**src/rtl/core/sdspi_pkg.sv**
```systemverilog
// Package: shared types, constants and command table for the SD SPI command engine.
`timescale 1ns / 1ps

package sdspi_pkg;

    localparam int N_CMDS = 26;

    localparam logic [7:0] BYTE_IDLE = 8'hFF;
    localparam logic [7:0] CRC_CMD0  = 8'h95;
    localparam logic [7:0] BYTE_ZERO = 8'h00;

    // Response formats
    typedef enum logic [1:0] {
        RT_R1  = 2'd0,
        RT_R1B = 2'd1,
        RT_R2  = 2'd2,
        RT_R3  = 2'd3
    } t_rtype;

    // Frame / response phases, one-hot
    typedef enum logic [8:0] {
        PH_IDLE = 9'b000000001,
        PH_ARG  = 9'b000000010,
        PH_CRC  = 9'b000000100,
        PH_FILL = 9'b000001000,
        PH_READ = 9'b000010000,
        PH_R1   = 9'b000100000,
        PH_BUSY = 9'b001000000,
        PH_R2LO = 9'b010000000,
        PH_OCR  = 9'b100000000
    } t_phase;

    typedef enum logic {
        MODE_START = 1'b0,
        MODE_RX    = 1'b1
    } t_mode;

    typedef struct packed {
        logic        mode;
        logic [4:0]  command;
        logic [31:0] argument;
        logic [7:0]  rx_byte;
    } t_in_item;

    typedef struct packed {
        logic [7:0]  tx_byte;
        logic        select;
        logic        done_res;
        logic [15:0] response;
        logic [31:0] ocr;
        logic        item_error;
    } t_out_item;

    typedef struct packed {
        logic [7:0] opcode;
        logic       has_arg;
        t_rtype     rtype;
    } t_cmd_entry;

    // Engine state carried between items
    typedef struct packed {
        t_phase      phase;
        logic [1:0]  byte_cnt;
        logic        has_arg;
        t_rtype      rtype;
        logic        cmd0;
        logic [31:0] argument;
        logic [7:0]  first_resp;
        logic [31:0] ocr_acc;
    } t_state;

    function automatic t_cmd_entry cmd_lookup(input logic [4:0] idx);
        t_cmd_entry e;
        e = '{opcode: 8'h40, has_arg: 1'b0, rtype: RT_R1};
        case (idx)
            5'd0:  e = '{8'h40, 1'b0, RT_R1};
            5'd1:  e = '{8'h41, 1'b0, RT_R1};
            5'd2:  e = '{8'h49, 1'b0, RT_R1};
            5'd3:  e = '{8'h4A, 1'b0, RT_R1};
            5'd4:  e = '{8'h4C, 1'b0, RT_R1};
            5'd5:  e = '{8'h4D, 1'b0, RT_R2};
            5'd6:  e = '{8'h50, 1'b1, RT_R1};
            5'd7:  e = '{8'h51, 1'b1, RT_R1};
            5'd8:  e = '{8'h52, 1'b1, RT_R1};
            5'd9:  e = '{8'h58, 1'b1, RT_R1};
            5'd10: e = '{8'h59, 1'b1, RT_R1};
            5'd11: e = '{8'h5B, 1'b0, RT_R1};
            5'd12: e = '{8'h5C, 1'b1, RT_R1B};
            5'd13: e = '{8'h5D, 1'b1, RT_R1B};
            5'd14: e = '{8'h5E, 1'b1, RT_R1};
            5'd15: e = '{8'h60, 1'b1, RT_R1};
            5'd16: e = '{8'h61, 1'b1, RT_R1};
            5'd17: e = '{8'h62, 1'b1, RT_R1};
            5'd18: e = '{8'h63, 1'b1, RT_R1};
            5'd19: e = '{8'h64, 1'b1, RT_R1};
            5'd20: e = '{8'h65, 1'b1, RT_R1};
            5'd21: e = '{8'h66, 1'b1, RT_R1B};
            5'd22: e = '{8'h6A, 1'b1, RT_R1B};
            5'd23: e = '{8'h7A, 1'b0, RT_R3};
            5'd24: e = '{8'h7B, 1'b1, RT_R1};
            5'd25: e = '{8'h69, 1'b0, RT_R1};
            default: e = '{8'h40, 1'b0, RT_R1};
        endcase
        return e;
    endfunction

endpackage

```
**src/rtl/core/sd_spi_command_engine_unit.sv**
```systemverilog
// Top level of the SD-card SPI-mode command engine.
`timescale 1ns / 1ps

// SD-card SPI-mode command engine. Each item is one SPI byte exchange: a start
// item (mode 0) picks one of 26 table commands and its 32-bit argument and
// returns the opcode to send; each later item (mode 1) hands in the byte just
// received and returns the next byte to send (argument bytes MSB first, or 0x00
// for commands without an argument, CRC 0x95 for CMD0 else 0xFF, one 0xFF
// filler, then 0xFF while the R1, R1b, R2 or R3 response is collected). One
// result item per input item. Items that do not fit the current phase, or name
// a command above 25, come back with item_error set and leave the state alone.
// Throughput is one item per clock while the output is not stalled, since the
// state update in sdspi_step is combinational. An item enters the input
// register when accepted and its result the result register once that slot is
// free or draining. While a result waits on a stalled output, the input
// register takes one more item and the input then stalls until the result is taken.

module sd_spi_command_engine_unit
    import sdspi_pkg::*;
(
    input  logic      i_clk,
    input  logic      i_rst_n,
    input  logic      i_in_valid,
    output logic      o_in_stall,
    input  t_in_item  i_in_item,
    output logic      o_out_valid,
    input  logic      i_out_stall,
    output t_out_item o_out_item
);

    logic      r_in_valid;
    t_in_item  r_in_item;
    t_state    r_state;
    logic      r_out_valid;
    t_out_item r_out_item;

    t_state    n_state;
    t_out_item n_out_item;
    logic      w_fire;

    // item in the input register moves on when the result slot is free or draining
    assign w_fire     = r_in_valid && (!r_out_valid || !i_out_stall);
    assign o_in_stall = r_in_valid && !w_fire;

    sdspi_step u_step (
        .i_state  (r_state),
        .i_item   (r_in_item),
        .o_state  (n_state),
        .o_result (n_out_item)
    );

    // input register
    always_ff @(posedge i_clk) begin
        if (!i_rst_n) begin
            r_in_valid <= 1'b0;
        end else if (i_in_valid && !o_in_stall) begin
            r_in_valid <= 1'b1;
        end else if (w_fire) begin
            r_in_valid <= 1'b0;
        end
    end

    always_ff @(posedge i_clk) begin
        if (i_in_valid && !o_in_stall) begin
            r_in_item <= i_in_item;
        end
    end

    // engine state
    always_ff @(posedge i_clk) begin
        if (!i_rst_n) begin
            r_state <= '{phase: PH_IDLE, byte_cnt: 2'd0, has_arg: 1'b0, rtype: RT_R1,
                         cmd0: 1'b1, argument: 32'h0, first_resp: 8'h00,
                         ocr_acc: 32'h0};
        end else if (w_fire) begin
            r_state <= n_state;
        end
    end

    // result register
    always_ff @(posedge i_clk) begin
        if (!i_rst_n) begin
            r_out_valid <= 1'b0;
        end else if (w_fire) begin
            r_out_valid <= 1'b1;
        end else if (!i_out_stall) begin
            r_out_valid <= 1'b0;
        end
    end

    always_ff @(posedge i_clk) begin
        if (w_fire) begin
            r_out_item <= n_out_item;
        end
    end

    assign o_out_valid = r_out_valid;
    assign o_out_item  = r_out_item;

endmodule

```
**src/rtl/core/sdspi_step.sv**
```systemverilog
// Next-state and result logic for one item of the SD SPI command engine.
`timescale 1ns / 1ps

module sdspi_step
    import sdspi_pkg::*;
(
    input  t_state    i_state,
    input  t_in_item  i_item,
    output t_state    o_state,
    output t_out_item o_result
);

    t_cmd_entry  w_entry;
    logic [31:0] w_ocr_next;
    logic [7:0]  w_arg_byte;

    assign w_entry    = cmd_lookup(i_item.command);
    assign w_ocr_next = {i_state.ocr_acc[23:0], i_item.rx_byte};

    always_comb begin
        case (i_state.byte_cnt)
            2'd0:    w_arg_byte = i_state.argument[31:24];
            2'd1:    w_arg_byte = i_state.argument[23:16];
            2'd2:    w_arg_byte = i_state.argument[15:8];
            default: w_arg_byte = i_state.argument[7:0];
        endcase
    end

    always_comb begin
        o_state  = i_state;
        o_result = '{tx_byte: BYTE_IDLE, select: 1'b0, done_res: 1'b0,
                     response: 16'h0000, ocr: 32'h0, item_error: 1'b0};

        if (i_item.mode == MODE_START) begin
            if (i_state.phase != PH_IDLE) begin
                o_result.item_error = 1'b1;
                o_result.select     = 1'b1;
            end else if (i_item.command >= 5'(N_CMDS)) begin
                o_result.item_error = 1'b1;
            end else begin
                o_state.has_arg  = w_entry.has_arg;
                o_state.rtype    = w_entry.rtype;
                o_state.cmd0     = (i_item.command == 5'd0);
                o_state.argument = i_item.argument;
                o_state.byte_cnt = 2'd0;
                o_state.phase    = PH_ARG;
                o_result.tx_byte = w_entry.opcode;
                o_result.select  = 1'b1;
            end
        end else if (i_state.phase == PH_IDLE) begin
            o_result.item_error = 1'b1;
        end else begin
            o_result.select = 1'b1;
            unique case (i_state.phase)
                PH_ARG: begin
                    o_result.tx_byte = i_state.has_arg ? w_arg_byte : BYTE_ZERO;
                    o_state.byte_cnt = i_state.byte_cnt + 2'd1;
                    if (i_state.byte_cnt == 2'd3) begin
                        o_state.phase = PH_CRC;
                    end
                end
                PH_CRC: begin
                    o_result.tx_byte = i_state.cmd0 ? CRC_CMD0 : BYTE_IDLE;
                    o_state.phase    = PH_FILL;
                end
                PH_FILL: o_state.phase = PH_READ;
                PH_READ: o_state.phase = PH_R1;
                PH_R1: begin
                    case (i_state.rtype)
                        RT_R1: begin
                            o_result.done_res = 1'b1;
                            o_result.response = {8'h00, i_item.rx_byte};
                            o_state.phase     = PH_IDLE;
                        end
                        RT_R1B: begin
                            o_state.first_resp = i_item.rx_byte;
                            o_state.phase      = PH_BUSY;
                        end
                        RT_R2: begin
                            // high byte of R2 kept until the low byte arrives
                            o_state.first_resp = i_item.rx_byte;
                            o_state.phase      = PH_R2LO;
                        end
                        default: begin
                            o_state.first_resp = i_item.rx_byte;
                            o_state.ocr_acc    = 32'h0;
                            o_state.byte_cnt   = 2'd0;
                            o_state.phase      = PH_OCR;
                        end
                    endcase
                end
                PH_BUSY: begin
                    if (i_item.rx_byte != BYTE_ZERO) begin
                        o_result.done_res = 1'b1;
                        o_result.response = {8'h00, i_state.first_resp};
                        o_state.phase     = PH_IDLE;
                    end
                end
                PH_R2LO: begin
                    o_result.done_res = 1'b1;
                    o_result.response = {i_state.first_resp, i_item.rx_byte};
                    o_state.phase     = PH_IDLE;
                end
                PH_OCR: begin
                    o_state.ocr_acc  = w_ocr_next;
                    o_state.byte_cnt = i_state.byte_cnt + 2'd1;
                    if (i_state.byte_cnt == 2'd3) begin
                        o_result.done_res = 1'b1;
                        o_result.response = {8'h00, i_state.first_resp};
                        o_result.ocr      = w_ocr_next;
                        o_state.phase     = PH_IDLE;
                    end
                end
                default: o_state.phase = PH_IDLE;
            endcase
        end
    end

endmodule
```
**config.mk**
```make
export PLATFORM = sky130hd
export DESIGN_NAME = sd_spi_command_engine_unit
export DESIGN_NICKNAME = d
export VERILOG_FILES = /design/src/rtl/core/sdspi_pkg.sv /design/src/rtl/core/sd_spi_command_engine_unit.sv /design/src/rtl/core/sdspi_step.sv
export SDC_FILE = /design/constraint.sdc
export NUM_CORES = 1
export LEC_CHECK = 0
export ABC_AREA = 0
export BUFFER_PORTS_ARGS = -buffer_cell sky130_fd_sc_hd__buf_2
export CAP_MARGIN = 20
export CORE_UTILIZATION = 64
export CTS_BUF_LIST = sky130_fd_sc_hd__clkbuf_8
export DETAILED_ROUTE_END_ITERATION = 8
export GPL_TIMING_DRIVEN = 0
export PLACE_DENSITY = 0.9
export SYNTH_ARGS = -nofsm -noshare
export SYNTH_HDL_FRONTEND = slang
export SYNTH_SLANG_ARGS = --single-unit
```
**constraint.sdc**
```tcl
create_clock -name i_clk -period 10.8 [get_ports i_clk]
set_input_delay 0.54 -clock i_clk [delete_from_list [all_inputs] [get_ports i_clk]]
set_output_delay 0.54 -clock i_clk [all_outputs]
set_load 0.01 [all_outputs]
```
==> results of run 1 <==
-- final timing paths --
kind | endpoint | cells past startpoint | slack [ns]
min | r_in_item[26]$_DFFE_PN_ | 1 | 0.23
min reg2reg | r_state[44]$_SDFFE_PN0P_ | 2 | 0.46
max | u_step.w_entry[7]$_DFF_P_ | 10 | 7.00
max reg2reg | u_step.w_entry[7]$_DFF_P_ | 10 | 7.00
-- kinds of logic after synthesis --
logic type | after synthesis | share of synthesized area [%]
AO/OA/AOI/OAI | 157 | 13.1
XOR/XNOR | 2 | 0.219
adder cells (fa/ha/maj) | 16 | 2.50
buffers and inverters | 54 | 2.86
flip-flops | 195 | 62.0
multiplexers | 18 | 2.28
AND/OR/NAND/NOR | 281 | 17.1
-- report_power, final --
part           total (mW)  switching, mW  internal, mW
Combinational       0.105         0.0671        0.0383
Sequential          0.828         0.0155         0.813
Clock               0.499          0.260         0.238
-- sequential cells by signal, summed over array words and instances (netlist names) --
name	flops
r_state	79
o_out_item	59
r_in_item	46
u_step.w_entry	9
o_out_valid	1
r_in_valid	1
-- area by class of cell --
class	count	area share (%)
multi-input cells	474	30.6
inverters	14	0.583
repair buffers	111	6.43
well taps	168	2.28
clock inverters	14	1.88
clock buffers	18	2.68
flip-flops and latches	195	53.7
plain buffers	40	1.91
-- synthesized netlist by cell type, types with 8 or more instances --
cell	n
sky130_fd_sc_hd__a21oi_1	57
sky130_fd_sc_hd__a222oi_1	8
sky130_fd_sc_hd__a22oi_1	34
sky130_fd_sc_hd__and2_1	42
sky130_fd_sc_hd__buf_2	9
sky130_fd_sc_hd__clkbuf_1	27
sky130_fd_sc_hd__dfxtp_1	90
sky130_fd_sc_hd__edfxtp_1	105
sky130_fd_sc_hd__ha_1	16
sky130_fd_sc_hd__inv_1	11
sky130_fd_sc_hd__mux2i_1	16
sky130_fd_sc_hd__nand2_1	106
sky130_fd_sc_hd__nand3_1	11
sky130_fd_sc_hd__nand4_1	9
sky130_fd_sc_hd__nor2_1	74
sky130_fd_sc_hd__o211ai_1	10
sky130_fd_sc_hd__o21ai_0	18
-- routing by layer --
layer	global-route usage (%)	vias to the layer above	share of wire [%]
li1	-	2863	-
met3	5.79	33	5.5
met2	48.6	233	51
met5	0	-	0
met1	34.5	2870	41
met4	13.8	0	2.4
-- critical path, cell delays in order, from the launching register on --
cell and delay (ns):
sky130_fd_sc_hd__dfxtp_1 0.46, sky130_fd_sc_hd__nand3_1 0.21, sky130_fd_sc_hd__nand2_1 0.28, sky130_fd_sc_hd__clkinv_2 0.72
sky130_fd_sc_hd__mux2i_1 0.87, sky130_fd_sc_hd__inv_1 0.20, sky130_fd_sc_hd__ha_1 0.25, sky130_fd_sc_hd__clkbuf_1 0.22
sky130_fd_sc_hd__o211ai_1 0.17, sky130_fd_sc_hd__o211ai_1 0.14, sky130_fd_sc_hd__o311a_1 0.16
==> flow_summary_export.csv, run 1 <==
group,metric,value,unit
cts,cts_max_level,4,
final_layout,fraction_of_layout_instances_using_a_drive_strength_above_1,20.2,%
cts,clock_transition_at_the_registers_of_the_reported_paths,0.10,ns
critical_path,timing.rr.start,"o_out_valid$_SDFFE_PN0P_",
final_layout,sequential_cell_area,4950,um^2
synth,syn-cell-area,8000,um^2
floorplan,floorplan.die.height,114,um
detailed_routing,drcViolationCount,0,
timing,max_freq,263,MHz
power_and_ir_drop,total_power,1.43,mW
final_layout,final_cell_count_no_fill,1034,
synth,netlist.area_leader.share,39.4,%
timing,hold-worst-slack,0.232,ns
global_routing,global_route.usage.total,28.4,%
timing,final_period_minus_worst_setup_slack,3.80,ns
placement,dpl_worst_slack,6.77,ns
detailed_routing,vias_per_inst,5.80,
global_routing,grt_pass1_wl,27900,um
power_and_ir_drop,static-leakage-power,3.43,nW
placement,finalWeightedCongestion,0.905,
placement,port_buffers,109,
global_routing,antenna_found_initial,0,
detailed_routing,wl_per_cell,16.9,um
cts,cts.path.max_buffers,2,
cts,cts.repair.resized,0,
detailed_routing,drt-total-wl,17500,um
synth,synth-edff-count,105,
cts,cts_root_buffer,"sky130_fd_sc_hd__clkbuf_8",
synth,syn_inst,723,
synth,ys_dominant_reg_cell,"sky130_fd_sc_hd__edfxtp_1",
synth,synth.distinct_cells,59,
hold_path,min_from,"i_in_item[26]",
detailed_routing,antenna_violating_nets_post_route,0,
final_layout,final_util,76.2,%
critical_path,type_of_the_worst_setup_path,"flip-flop to flip-flop",
timing,rsz0062_at_grt,"false",
synth,yosysTopAreaCell,"sky130_fd_sc_hd__edfxtp_1",
critical_path,critPathLaunchType,"flip-flop",
synth,synth-warning-count,0,
timing,timing.final.max_slew_violations,0,
synth,postSynth.asyncResetShare,0,%
floorplan,floorplan.rows,40,
timing,setup_viol_count_final,0,
placement,placed_cell_area,8810,um^2
run,drv.max_cap_violation_count,0,
detailed_routing,drt-pass1-iter-count,8,
synth,synth_area_leaders,"sky130_fd_sc_hd__edfxtp_1, sky130_fd_sc_hd__dfxtp_1, sky130_fd_sc_hd__nand2_1, sky130_fd_sc_hd__a21oi_1, sky130_fd_sc_hd__nor2_1",
timing,fin_skew,0.0145,ns
final_layout,net_total_in_the_final_layout,919,
final_layout,final_design_area_no_fill,9230,um^2
cts,holdBufCountCts,0,
floorplan,die_w,114,um
synth,synth.yosys.seq_area_share,62.0,%
final_layout,mostFrequentLayoutCells,"sky130_fd_sc_hd__buf_2, sky130_fd_sc_hd__nand2_1, sky130_fd_sc_hd__edfxtp_1",
final_layout,antenna_cells_inserted,0,
critical_path,cp-end-kind,"flip-flop",
global_routing,first_global_vias,5839,
hold_path,hp-class,"primary input to flip-flop",
floorplan,ioPinCount,111,
floorplan,dieArea,12900,um^2
final_layout,fillCellCount,840,
timing,fin_crit_sh,35.2,%
synth,avgSynthCellArea,11.1,um^2
critical_path,critPathRequiredTime,11.16,ns
final_layout,multiInputGateArea,2820,um^2
critical_path,worstPathMaxFanout,52,
detailed_routing,detailroute.via_count,5999,
placement,dp.final_hpwl,12400,um
final_layout,mostFrequentLayoutCell,"sky130_fd_sc_hd__buf_2",
timing,post-route-worst-setup-slack,7.00,ns
cts,cts_inserted_buffers,17,
power_and_ir_drop,power.density,155,nW/um^2
cts,setup_fix_buffers_added_after_clock_tree_synthesis,0,
cts,worst_skew_pair.late_latency,0.48,ns
power_and_ir_drop,vdd_ir_drop_max,0.0864,mV
global_routing,grt_overflow,0,
floorplan,start_util,66.0,%
placement,cell_count_post_placement,1002,
timing,max-slew-margin-rel,43.2,%
final_layout,area_delta_synth_final,15.4,%
detailed_routing,detailedRoute.firstIterationViolations,531,
cts,cts_sinks,195,
cts,cts_tree,"done",
timing,timing.final.hold_violations,0,
critical_path,setup.worst_path.start,"o_out_valid$_SDFFE_PN0P_",
status,status,"finished, final reports clean",
global_routing,grt_start_max_net_pins,53,
synth,ys_seq_elements,195,
floorplan,core_area,12100,um^2
timing,worstMarginPinSlew,0.851,ns
synth,synth.net_count,789,
critical_path,worst-endpoint-arrival,4.16,ns
timing,fin_tns_setup,0,ns
Note: power is estimated with default switching activity, not from simulation.
==> run 2, diff against run 1 <==
Settings changed: CORE_UTILIZATION 64 to 59, PLACE_DENSITY 0.9 to 0.84.
Clock period 10.8 ns to 3.8 ns, I/O delays scaled along.
==> flow_summary_export.csv, run 2 (same netlist as run 1, synthesis figures left out) <==
group,metric,value,unit
final_layout,area_delta_synth_final,21.5,%
floorplan,ioPinCount,111,
detailed_routing,wl_per_cell,16.5,um
floorplan,floorplan.die.height,118,um
critical_path,cpPeakStageDelay,0.58,ns
global_routing,grt_overflow,0,
global_routing,global_route.usage.total,26.3,%
timing,timing.final.max_slew_violations,0,
cts,cts_max_level,4,
timing,max_freq,315,MHz
final_layout,mostFrequentLayoutCell,"sky130_fd_sc_hd__buf_2",
critical_path,cp-end-kind,"flip-flop",
detailed_routing,drt-pass1-iter-count,8,
cts,cts_tree,"done",
critical_path,critPathRequiredTime,4.19,ns
timing,max-slew-margin-rel,48.5,%
critical_path,critPathLaunchType,"flip-flop",
timing,worstMarginPinSlew,0.767,ns
critical_path,type_of_the_worst_setup_path,"flip-flop to flip-flop",
timing,fin_skew,0.0155,ns
final_layout,largest_register_ffs,79,
final_layout,fraction_of_layout_instances_using_a_drive_strength_above_1,19.3,%
global_routing,first_global_vias,5831,
global_routing,antenna_found_initial,0,
placement,finalWeightedCongestion,0.876,
timing,final_period_minus_worst_setup_slack,3.17,ns
power_and_ir_drop,total_power,4.10,mW
critical_path,timing.critical_path.slowest_stage_cell,"sky130_fd_sc_hd__mux2i_2",
detailed_routing,antenna_violating_nets_post_route,0,
detailed_routing,detailedRoute.firstIterationViolations,484,
cts,worst_skew_pair.late_latency,0.47,ns
timing,rsz0062_at_grt,"false",
global_routing,grt_pass1_wl,28400,um
detailed_routing,vias_per_inst,5.64,
detailed_routing,drt-total-wl,18000,um
floorplan,start_util,60.4,%
cts,cts.path.max_buffers,2,
final_layout,net_total_in_the_final_layout,966,
final_layout,registers.top_by_ff_count,"r_state",
global_routing,grt_start_max_net_pins,53,
floorplan,dieArea,14000,um^2
final_layout,antenna_cells_inserted,0,
floorplan,floorplan.rows,42,
timing,fin_crit_sh,83.5,%
timing,timing.final.hold_violations,0,
status,status,"finished, final reports clean",
timing,fin_tns_setup,0,ns
run,drv.max_cap_violation_count,0,
power_and_ir_drop,vdd_ir_drop_max,0.257,mV
placement,port_buffers,109,
floorplan,core_area,13200,um^2
floorplan,die_w,118,um
detailed_routing,drcViolationCount,0,
critical_path,crit_path_cell_trace,"nand3_1 -> nand2_1 -> inv_4 -> mux2i_2 -> inv_1 -> ha_1 -> clkbuf_1 -> nor3_1 -> a31oi_1 -> o22ai_1",
final_layout,mostFrequentLayoutCells,"sky130_fd_sc_hd__buf_2, sky130_fd_sc_hd__nand2_1, sky130_fd_sc_hd__edfxtp_1",
critical_path,critPathTopFamily,"buffers and inverters",
critical_path,worst-endpoint-arrival,3.56,ns
hold_path,hp-class,"primary input to flip-flop",
critical_path,worstPathMaxFanout,52,
detailed_routing,detailroute.via_count,6145,
power_and_ir_drop,static-leakage-power,3.64,nW
placement,dp.final_hpwl,11800,um
critical_path,cp_num_buf_inv,3,
cts,cts_root_buffer,"sky130_fd_sc_hd__clkbuf_8",
cts,cts_sinks,195,
cts,setup_fix_buffers_added_after_clock_tree_synthesis,0,
cts,clock_transition_at_the_registers_of_the_reported_paths,0.10,ns
power_and_ir_drop,power.density,422,nW/um^2
cts,cts_inserted_buffers,17,
timing,setup_viol_count_final,0,
==> run 2: cell types whose count changed in the layout (fill, tap and decap cells not counted), sizes merged <==
cell and delta:
inv +1, clkinvlp -2, clkinv +1, dlygate4sd3 +47
==> run 2: tightest hold or removal path, stage by stage <==
cell                      delay, ns
sky130_fd_sc_hd__buf_2         0.15
sky130_fd_sc_hd__a21oi_1       0.08
sky130_fd_sc_hd__nor2_1        0.08
==> run 2: final timing paths <==
kind,startpoint,to,slack (ns),cells after the start
max reg2reg,o_out_valid$_SDFFE_PN0P_,u_step.w_entry[5]$_DFF_P_,0.63,10
min reg2reg,u_step.w_entry[2]$_DFF_P_,r_state[75]$_SDFFE_PN0P_,0.45,2
max,o_out_valid$_SDFFE_PN0P_,u_step.w_entry[5]$_DFF_P_,0.63,10
min,i_out_stall,o_out_valid$_SDFFE_PN0P_,0.07,3
==> run 2: metrics by stage <==
step	area [um^2]	cells	worst slack [ns]	utilization, %	hold WS [ns]
2_1_floorplan	8000	723	0.150	-	0.279
3_5_place_dp	8820	1010	-0.0544	66.6	0.368
5_1_grt	9720	1089	0.366	73.4	0.0674
3_3_place_gp	8760	1008	-0.817	66.2	0.366
6_report	9720	1089	0.629	73.4	0.0715
4_1_cts	9710	1089	0.131	73.4	0.0454
==> run 2: layer usage <==
metal / vias up / part of all wire (%) / GRT usage, %
met5: - / 0 / 0
met4: 0 / 3.0 / 12.3
met3: 44 / 6.1 / 4.73
met2: 262 / 51 / 45.6
met1: 2882 / 40 / 31.8
li1: 2957 / - / -
==> run 2: where the power goes <==
group	internal, mW	switching [mW]	total [mW]
clock	0.679	0.723	1.40
combinational	0.141	0.200	0.341
sequential	2.31	0.0438	2.35
total	3.13	0.967	4.10
==> run 2: cell type report <==
type / count / area, um^2
fill: 935 / 3530
tap: 176 / 220
buffer: 40 / 176
clock inverter: 14 / 174
multi-input combinational: 474 / 2820
inverter: 14 / 55.1
timing repair buffer: 158 / 1060
sequential: 195 / 4950
clock buffer: 18 / 248
==> run 2: what timing repair did <==
| action | CTS | global route |
|---|---|---|
| hold buffers | 47 | 0 |
| gates resized for setup | 1 | 1 |
| hold endpoints to repair | 47 | 0 |
| endpoints found under the setup margin | 2 | 7 |
